**src/hdl/pip_pkg.sv**
```systemverilog
// Shared types, codes and constants of the point-in-polygon tester.
package pip_pkg;

    localparam int COORD_BITS       = 16;
    localparam int COUNT_BITS       = 7;
    localparam int REQ_BITS         = 2;
    localparam int MAX_VERTICES_DEF = 64;

    localparam logic [REQ_BITS-1:0] REQ_APPEND = 2'd0;
    localparam logic [REQ_BITS-1:0] REQ_CLEAR  = 2'd1;
    localparam logic [REQ_BITS-1:0] REQ_QUERY  = 2'd2;

    typedef struct packed {
        logic [REQ_BITS-1:0]          req_type;
        logic signed [COORD_BITS-1:0] point_x;
        logic signed [COORD_BITS-1:0] point_y;
    } t_req;

    typedef struct packed {
        logic                  inside_res;
        logic                  status;
        logic [COUNT_BITS-1:0] vertex_count;
    } t_res;

    typedef enum logic [1:0] {
        OP_APPEND,
        OP_CLEAR,
        OP_QUERY,
        OP_NONE
    } t_op;

    typedef struct packed {
        t_op                          op;
        logic signed [COORD_BITS-1:0] px;
        logic signed [COORD_BITS-1:0] py;
    } t_cmd;

    typedef enum logic [1:0] {
        S_IDLE,
        S_QRD,
        S_QDRAIN,
        S_DONE
    } t_bstate;

endpackage

```
**src/hdl/point_in_polygon_tester_top.sv**
```systemverilog
// Top level of the point-in-polygon tester: front decoder, command queue, back end.
//
// Usage: the request side is a queue input. A word (req_type, point_x, point_y)
// is taken at a rising edge with push high and full low. req_type 0 appends a
// vertex, 1 clears the polygon, 2 tests a point, 3 is ignored. The result side
// is a queue output: while empty is low, o_res holds the oldest result
// (inside_res, status, vertex_count), taken at an edge with pop high.
// Exactly one result comes back per request word, in request order.
// A query over N > 0 stored vertices: the back end reads one vertex per cycle
// from its single read port (N + 1 reads, closing vertex first) and runs each
// edge through a three-stage subtract / multiply / compare pipeline. The back
// end works on one word at a time; a two-word command queue lets requests
// arrive while it works.
// A stalled receiver holds the result register; the back end then holds its
// finished item and the queue fills, raising full.
// Reset (synchronous, active low) empties the queue and the result register
// and sets the vertex count to zero; the vertex memory is not cleared.
module point_in_polygon_tester_top #(
    parameter int MAX_VERTICES = pip_pkg::MAX_VERTICES_DEF
) (
    input  logic          i_clk,
    input  logic          i_rst_n,
    input  logic          push,
    output logic          full,
    input  pip_pkg::t_req i_req,
    output logic          empty,
    input  logic          pop,
    output pip_pkg::t_res o_res
);
    import pip_pkg::*;

    logic cmd_valid;
    t_cmd cmd;
    logic cmd_pop;
    logic res_valid;

    pip_front u_front (
        .i_clk      (i_clk),
        .i_rst_n    (i_rst_n),
        .push       (push),
        .full       (full),
        .i_req      (i_req),
        .o_cmd_valid(cmd_valid),
        .o_cmd      (cmd),
        .i_cmd_pop  (cmd_pop)
    );

    pip_back #(
        .MAX_VERTICES(MAX_VERTICES)
    ) u_back (
        .i_clk      (i_clk),
        .i_rst_n    (i_rst_n),
        .i_cmd_valid(cmd_valid),
        .i_cmd      (cmd),
        .o_cmd_pop  (cmd_pop),
        .o_res_valid(res_valid),
        .o_res      (o_res),
        .i_res_pop  (pop)
    );

    assign empty = !res_valid;

    a_drop_not_inside: assert property (@(posedge i_clk) disable iff (!i_rst_n)
        (!empty && o_res.status) |-> !o_res.inside_res)
        else $error("dropped append reported inside");

    a_drop_at_full: assert property (@(posedge i_clk) disable iff (!i_rst_n)
        (!empty && o_res.status) |->
        (int'(o_res.vertex_count) == (MAX_VERTICES % (1 << COUNT_BITS))))
        else $error("dropped append with store not full");

    a_count_bound: assert property (@(posedge i_clk) disable iff (!i_rst_n)
        !empty |-> (int'(o_res.vertex_count) <= MAX_VERTICES))
        else $error("vertex count above capacity");

    a_reset_clears: assert property (@(posedge i_clk)
        !i_rst_n |=> (empty && !full))
        else $error("queues not empty after reset");

endmodule

```
**src/hdl/pip_ram.sv**
```systemverilog
// Generic single-port-write, single-port-read RAM with registered read data.
module pip_ram #(
    parameter int WIDTH = 32,
    parameter int DEPTH = 64
) (
    input  logic                     i_clk,
    input  logic                     i_we,
    input  logic [$clog2(DEPTH)-1:0] i_waddr,
    input  logic [WIDTH-1:0]         i_wdata,
    input  logic [$clog2(DEPTH)-1:0] i_raddr,
    output logic [WIDTH-1:0]         o_rdata
);

    logic [WIDTH-1:0] r_mem [DEPTH];
    logic [WIDTH-1:0] r_rdata;

    always_ff @(posedge i_clk) begin
        if (i_we) begin
            r_mem[i_waddr] <= i_wdata;
        end
        r_rdata <= r_mem[i_raddr];
    end

    assign o_rdata = r_rdata;

endmodule

```
**src/hdl/pip_front.sv**
```systemverilog
// Front end: decodes request words into commands and queues them for the back end.
module pip_front (
    input  logic          i_clk,
    input  logic          i_rst_n,
    input  logic          push,
    output logic          full,
    input  pip_pkg::t_req i_req,
    output logic          o_cmd_valid,
    output pip_pkg::t_cmd o_cmd,
    input  logic          i_cmd_pop
);
    import pip_pkg::*;

    t_cmd       r_mem [2];
    logic       r_wp;
    logic       r_rp;
    logic [1:0] r_cnt;
    t_cmd       n_cmd;
    logic       wr_en;
    logic       rd_en;

    always_comb begin
        n_cmd.px = i_req.point_x[COORD_BITS-1:0];
        n_cmd.py = i_req.point_y[COORD_BITS-1:0];
        unique case (i_req.req_type)
            REQ_APPEND: n_cmd.op = OP_APPEND;
            REQ_CLEAR:  n_cmd.op = OP_CLEAR;
            REQ_QUERY:  n_cmd.op = OP_QUERY;
            default:    n_cmd.op = OP_NONE;
        endcase
    end

    assign full        = (r_cnt == 2'd2);
    assign o_cmd_valid = (r_cnt != 2'd0);
    assign o_cmd       = r_mem[r_rp];
    assign wr_en       = push && !full;
    assign rd_en       = i_cmd_pop && o_cmd_valid;

    always_ff @(posedge i_clk) begin
        if (wr_en) begin
            r_mem[r_wp] <= n_cmd;
        end
        if (!i_rst_n) begin
            r_wp  <= 1'b0;
            r_rp  <= 1'b0;
            r_cnt <= 2'd0;
        end else begin
            if (wr_en) begin
                r_wp <= !r_wp;
            end
            if (rd_en) begin
                r_rp <= !r_rp;
            end
            unique case ({wr_en, rd_en})
                2'b10:   r_cnt <= r_cnt + 2'd1;
                2'b01:   r_cnt <= r_cnt - 2'd1;
                default: r_cnt <= r_cnt;
            endcase
        end
    end

endmodule

```
**src/hdl/pip_back.sv**
```systemverilog
// Back end: vertex store, edge walk with crossing test, and the result register.
module pip_back #(
    parameter int MAX_VERTICES = pip_pkg::MAX_VERTICES_DEF
) (
    input  logic          i_clk,
    input  logic          i_rst_n,
    input  logic          i_cmd_valid,
    input  pip_pkg::t_cmd i_cmd,
    output logic          o_cmd_pop,
    output logic          o_res_valid,
    output pip_pkg::t_res o_res,
    input  logic          i_res_pop
);
    import pip_pkg::*;

    localparam int AW = $clog2(MAX_VERTICES);
    localparam int CW = $clog2(MAX_VERTICES + 1);
    localparam int EW = CW + COUNT_BITS;
    localparam int DW = COORD_BITS + 1;
    localparam int PW = 2 * DW;
    localparam int RW = 2 * COORD_BITS;

    t_bstate r_state, n_state;
    logic [CW-1:0] r_count, n_count;
    logic [CW-1:0] r_rcnt, n_rcnt;
    logic          r_status, n_status;
    logic          r_inside;
    logic signed [COORD_BITS-1:0] r_px, r_py;

    logic          ram_we, issue, load_res, clr_inside;
    logic [CW-1:0] last_idx, prev_idx;
    logic [AW-1:0] raddr;
    logic [RW-1:0] rdata;

    logic r_rd_v, r_rd_first;
    logic signed [COORD_BITS-1:0] r_prev_x, r_prev_y;
    logic signed [COORD_BITS-1:0] cur_x, cur_y;

    logic r_a_v, r_a_cross;
    logic signed [DW-1:0] r_a_dy, r_a_dx, r_a_ex, r_a_ey;
    logic signed [DW-1:0] n_dy, n_dx, n_ex, n_ey;
    logic n_cross;

    logic r_b_v, r_b_cross, r_b_neg;
    logic signed [PW-1:0] r_b_lhs, r_b_rhs, n_lhs, n_rhs;
    logic c_hit;

    logic          r_res_valid;
    t_res          r_res;
    logic [EW-1:0] count_ext;

    pip_ram #(
        .WIDTH(RW),
        .DEPTH(MAX_VERTICES)
    ) u_ram (
        .i_clk  (i_clk),
        .i_we   (ram_we),
        .i_waddr(r_count[AW-1:0]),
        .i_wdata({i_cmd.px, i_cmd.py}),
        .i_raddr(raddr),
        .o_rdata(rdata)
    );

    // Walk order: last vertex first, then vertex 0 up to the last.
    assign last_idx = r_count - 1'b1;
    assign prev_idx = r_rcnt - 1'b1;
    assign raddr    = (r_rcnt == '0) ? last_idx[AW-1:0] : prev_idx[AW-1:0];

    always_comb begin
        n_state    = r_state;
        n_count    = r_count;
        n_rcnt     = r_rcnt;
        n_status   = r_status;
        o_cmd_pop  = 1'b0;
        ram_we     = 1'b0;
        issue      = 1'b0;
        load_res   = 1'b0;
        clr_inside = 1'b0;
        unique case (r_state)
            S_IDLE: begin
                if (i_cmd_valid) begin
                    o_cmd_pop  = 1'b1;
                    n_status   = 1'b0;
                    clr_inside = 1'b1;
                    n_rcnt     = '0;
                    unique case (i_cmd.op)
                        OP_APPEND: begin
                            if (r_count < CW'(MAX_VERTICES)) begin
                                ram_we  = 1'b1;
                                n_count = r_count + 1'b1;
                            end else begin
                                n_status = 1'b1;
                            end
                            n_state = S_DONE;
                        end
                        OP_CLEAR: begin
                            n_count = '0;
                            n_state = S_DONE;
                        end
                        OP_QUERY: begin
                            n_state = (r_count == '0) ? S_DONE : S_QRD;
                        end
                        OP_NONE: begin
                            n_state = S_DONE;
                        end
                    endcase
                end
            end
            S_QRD: begin
                issue  = 1'b1;
                n_rcnt = r_rcnt + 1'b1;
                if (r_rcnt == r_count) begin
                    n_state = S_QDRAIN;
                end
            end
            S_QDRAIN: begin
                if (!r_rd_v && !r_a_v && !r_b_v) begin
                    n_state = S_DONE;
                end
            end
            S_DONE: begin
                if (!r_res_valid || i_res_pop) begin
                    load_res = 1'b1;
                    n_state  = S_IDLE;
                end
            end
        endcase
    end

    // Stage A: sides and differences of edge (current, previous).
    assign cur_x   = rdata[RW-1:COORD_BITS];
    assign cur_y   = rdata[COORD_BITS-1:0];
    assign n_cross = (cur_y >= r_py) != (r_prev_y >= r_py);
    assign n_dy    = DW'(r_prev_y) - DW'(cur_y);
    assign n_dx    = DW'(r_px) - DW'(cur_x);
    assign n_ex    = DW'(r_prev_x) - DW'(cur_x);
    assign n_ey    = DW'(r_py) - DW'(cur_y);

    // Stage B: cross products.
    assign n_lhs = r_a_dx * r_a_dy;
    assign n_rhs = r_a_ex * r_a_ey;

    // Stage C: compare, flipped for a falling edge.
    assign c_hit = r_b_v && r_b_cross &&
                   (r_b_neg ? (r_b_lhs >= r_b_rhs) : (r_b_lhs <= r_b_rhs));

    assign count_ext = EW'(r_count);

    always_ff @(posedge i_clk) begin
        if (!i_rst_n) begin
            r_state <= S_IDLE;
        end else begin
            r_state <= n_state;
        end
    end

    always_ff @(posedge i_clk) begin
        if (o_cmd_pop) begin
            r_px <= i_cmd.px;
            r_py <= i_cmd.py;
        end
        r_rcnt   <= n_rcnt;
        r_status <= n_status;
        if (r_rd_v) begin
            r_prev_x <= cur_x;
            r_prev_y <= cur_y;
        end
        r_a_cross <= n_cross;
        r_a_dy    <= n_dy;
        r_a_dx    <= n_dx;
        r_a_ex    <= n_ex;
        r_a_ey    <= n_ey;
        r_b_cross <= r_a_cross;
        r_b_neg   <= r_a_dy[DW-1];
        r_b_lhs   <= n_lhs;
        r_b_rhs   <= n_rhs;
        if (clr_inside) begin
            r_inside <= 1'b0;
        end else if (c_hit) begin
            r_inside <= !r_inside;
        end
        if (load_res) begin
            r_res.inside_res   <= r_inside;
            r_res.status       <= r_status;
            r_res.vertex_count <= count_ext[COUNT_BITS-1:0];
        end
        if (!i_rst_n) begin
            r_count     <= '0;
            r_rd_v      <= 1'b0;
            r_rd_first  <= 1'b0;
            r_a_v       <= 1'b0;
            r_b_v       <= 1'b0;
            r_res_valid <= 1'b0;
        end else begin
            r_count     <= n_count;
            r_rd_v      <= issue;
            r_rd_first  <= issue && (r_rcnt == '0);
            // The first word read is the closing vertex: keep it, no edge yet.
            r_a_v       <= r_rd_v && !r_rd_first;
            r_b_v       <= r_a_v;
            r_res_valid <= load_res || (r_res_valid && !i_res_pop);
        end
    end

    assign o_res_valid = r_res_valid;
    assign o_res       = r_res;

endmodule
```
**config.mk**
```make
export PLATFORM = sky130hd
export DESIGN_NAME = point_in_polygon_tester_top
export DESIGN_NICKNAME = d
export VERILOG_FILES = /design/src/hdl/pip_pkg.sv /design/src/hdl/point_in_polygon_tester_top.sv /design/src/hdl/pip_ram.sv /design/src/hdl/pip_front.sv /design/src/hdl/pip_back.sv
export SDC_FILE = /design/constraint.sdc
export NUM_CORES = 2
export LEC_CHECK = 0
export BUFFER_PORTS_ARGS = -buffer_cell sky130_fd_sc_hd__buf_2
export CORE_MARGIN = 10
export CORE_UTILIZATION = 45
export DETAILED_ROUTE_END_ITERATION = 6
export GPL_TIMING_DRIVEN = 0
export PLACE_DENSITY = 0.68
export SYNTH_ARGS = -nofsm -noshare
export SYNTH_HDL_FRONTEND = slang
export SYNTH_HIERARCHICAL = 1
export SYNTH_SLANG_ARGS = --single-unit
```
**constraint.sdc**
```tcl
create_clock -name i_clk -period 8.1 [get_ports i_clk]
set_input_delay 0.405 -clock i_clk [delete_from_list [all_inputs] [get_ports i_clk]]
set_output_delay 0.405 -clock i_clk [all_outputs]
set_load 0.05 [all_outputs]
```
==> summary.md <==
| Metric | Value |
|---|---|
| Status | completed |
| Net Count, Synth | around 7,700 |
| Mux contribution to synthesized area | 12.03% |
| Mapped Area | 0.1133 sq mm |
| Share of the synthesized area in the top cell type | 58.22% |
| Die ar. | between 0.2 and 0.3 sq mm |
| Placed insts | 10,270 |
| CP Capture Type | flip-flop |
| RSZ-0062 raised after global routing | no |
| Seq/Total Area, Yosys | 61.60% |
| First-pass GRT wire length | 467,300 microns |
| Crit path launch type | flip-flop |
| Worst-Skew Late Latency | 0.90 ns |
| Cells after Synth | 6,774 |
| Max Slew Vio Count | 0 |
| Area of the multi-input gates | 0.04006 sq mm |
| Yosys warning count | 6 |
| Post-synthesis simple-gate area fraction | 4.927% |
| Layout area overhead | 13.08% |
| Async set-reset flop share out of synthesis | 0% |
| GPL Wtd Cong | 0.9175 |
| Average wire per standard cell | 30.71 microns |
| Clock Pin Slew Worst Setup and Hold Paths | 0.06 ns |
| Adder-cell share of the synthesized area | 13.79% |
| Crit path DAT | 8.27 ns |
| Total wire length | between 300,000 and 400,000 microns |
| Pre-antenna DRT Iters | 5 |
| Residual DRC | 0 |
| Clock buffer depth | 3 |
| Final #Nets | 8,109 |
| CTS H-tree lvls | 4 |
| Pre-CTS WS | roughly 0.56 ns |
| Max Freq | 132.4 MHz |
| Synth Area per Inst | 16.73 sq um |
| Post-CTS sizing | 0 |
| Final cycle utilization of the critical path | 93.23% |
| Vias | 63,900 |
| Fill cells | 20,150 |
| Die width | between 500 and 600 microns |
| Yosys reg bits | 2,388 |
| Initial DRC count | about 7,900 |
| Synth area leader | edfxtp_1 |
| Number of global-route vias before repair | 64,280 |
| Detail Placement HPWL | about 230,000 microns |
| Share of layout cells above drive strength 1 | 16.58% |
| Port Buffers | 46 |
| Die height | 521.8 microns |
| Placeable Area | 0.2509 sq mm |
| Post-synth top flop | edfxtp_1 |
| Post-synth EDFFs | 2,197 |
| Pin count of the biggest net entering global routing | 66 |
| Largest family of logic cells by synthesized area | adder cells |
| Slew HR | 2.930% |
| Synth cell types | between 70 and 80 |
| Storage element area | 0.06980 sq mm |
| Count leader, synth | edfxtp_1 |
| Crit path kind | reg2reg |
| Hold crit path type | in2reg |
| Max-capacitance violation count | 0 |
| Initial antenna violation count | 15 |
| Compound-cell area share of the yosys netlist | between 3 and 4% |
| Crit path required time | 8.81 ns |
| WHS | around 0.27 ns |
| Hold Vio Cnt, Final | 0 |
| Max Fanout on Critical Path | 10 |
| Post-CTS setup buffers | 0 |
| Largest cells by area after synthesis | edfxtp_1 (58%), mux4_2 (11%), fa_1 (11%) |
| Sink Count | 2,388 |
| IO Pins | 49 |
| Hold buffers post-CTS | 39 |
| Drt via density | 5.956 |
| Final Non-Filler Cells | 10,730 |
| Worst setup margin | between 0.5 and 0.6 ns |
| Setup violators final | 0 |
| Post-route minimum period | 7.552 ns |
| Remaining antenna violation count after routing | 0 |
| Rows | 184 |
| Global route total overflow | 0 |
| Synth top cells by count | edfxtp_1 (2,197), inv_1 (751), fa_1 (596) |
| Xor/xnor cell area share of the yosys netlist | under 10% |
| CTS tree | done |
| CTS Buf Count | 220 |
| GR Util All Layers | 23.87% |
| Worst Skew | about 0.091 ns |
| Clock root buffer | clkbuf_16 |
| Initial Util | between 40% and 50% |
| Worst-Margin Slew | 1.456 ns |
| Final core utilization | 51.06% |
## stage by stage
stage | instance area (sq um) | TNS [ns]
after floorplan | 113300 | 0
after global placement | 117700 | -67.24
after detailed placement | 120200 | 0
after CTS | 128000 | 0
after global routing | 128100 | 0
final | 128100 | 0
## cell families after synthesis
kind of cell	after synthesis
AND/OR/NAND/NOR	1139
buffers and inverters	1020
adder cells (fa/ha/maj)	891
AO/OA/AOI/OAI	526
flip-flops	2388
XOR/XNOR	133
multiplexers	677
## worst paths after layout
| path | from | end | slack (ns) | depth (start not counted) |
|---|---|---|---|---|
| max | u_back/r_a_dy[8] | u_back/r_b_lhs[27] | 0.55 | 23 |
| min reg2reg | u_back/u_ram/o_rdata[18] | u_back/r_prev_x[2] | 0.43 | 0 |
| min | i_req[17] | u_front/r_mem[0][17] | 0.27 | 2 |
| max reg2reg | u_back/r_a_dy[8] | u_back/r_b_lhs[27] | 0.55 | 23 |
## worst max-delay path, stage by stage (launching register included)
cell and delay [ns]:
dfxtp_1 0.31, clkbuf_1 0.67, clkbuf_1 0.64, nand2_1 0.19, fa_1 0.58, inv_1 0.05
fa_1 0.48, fa_1 0.58, fa_1 0.43, fa_1 0.49, inv_1 0.05, fa_1 0.56
inv_1 0.06, ha_1 0.27, clkbuf_1 0.28, a21oi_1 0.11, o21bai_1 0.14, a21oi_1 0.09
and3_1 0.15, a22oi_1 0.49, a21o_1 0.23, nand4_1 0.10, a31oi_1 0.23, xor2_1 0.25
## layout make-up
class | instances | share of cell area [%]
Sequential cell | 2388 | 54.48
Multi-Input combinational cell | 3366 | 31.27
Clock buffer | 270 | 4.508
Tap cell | 3348 | 3.270
Inverter | 752 | 2.203
Timing Repair Buffer | 184 | 2.055
Clock inverter | 142 | 1.247
Buffer | 268 | 0.9492
Antenna cell | 12 | 0.02344
## cells in the final DEF, fill, tap and decap left out, types with 33 or more instances in the layout
| cell | Yosys | final |
|---|---|---|
| a21o_1 | 46 | 46 |
| a21oi_1 | 145 | 145 |
| and2_1 | 309 | 309 |
| buf_12 | 0 | 69 |
| buf_2 | 62 | 108 |
| clkbuf_1 | 154 | 197 |
| clkbuf_16 | 0 | 222 |
| clkinv_1 | 0 | 51 |
| clkinv_2 | 0 | 37 |
| dfxtp_1 | 191 | 190 |
| dlygate4sd3_1 | 0 | 39 |
| edfxtp_1 | 2197 | 2197 |
| fa_1 | 596 | 596 |
| ha_1 | 295 | 295 |
| inv_1 | 751 | 750 |
| mux2i_1 | 98 | 98 |
| mux4_2 | 544 | 544 |
| nand2_1 | 332 | 332 |
| nand2b_1 | 36 | 36 |
| nor2_1 | 276 | 214 |
| nor2_4 | 0 | 62 |
| nor2b_1 | 40 | 40 |
| o21ai_0 | 51 | 51 |
| o22ai_1 | 85 | 85 |
| xnor2_1 | 100 | 100 |
| xor2_1 | 33 | 33 |
## state kept, by name, indices dropped and copies added (netlist names), 7 cells and up, named ones only
| signal | cells |
|---|---|
| u_back/u_ram/r_mem | 2048 |
| u_front/r_mem | 68 |
| u_back/r_b_lhs | 34 |
| u_back/r_b_rhs | 34 |
| u_back/u_ram/o_rdata | 32 |
| u_back/r_a_dx | 17 |
| u_back/r_a_dy | 17 |
| u_back/r_a_ex | 17 |
| u_back/r_a_ey | 17 |
| u_back/r_prev_x | 16 |
| u_back/r_prev_y | 16 |
| u_back/r_px | 16 |
| u_back/r_py | 16 |
| u_back/o_res | 9 |
| u_back/r_count | 7 |
| u_back/r_rcnt | 7 |
## layer usage
| metal | GRT usage (%) | wire [microns] |
|---|---|---|
| met2 | 38.24 | 153800 |
| met4 | 10.83 | 19420 |
| met1 | 30.99 | 119400 |
| met5 | 0 | 22 |
| met3 | 5.746 | 36950 |
Power is left out: the tool's default activity adds up to more than one toggle a clock period on the data nets, which glitch-free logic cannot reach.
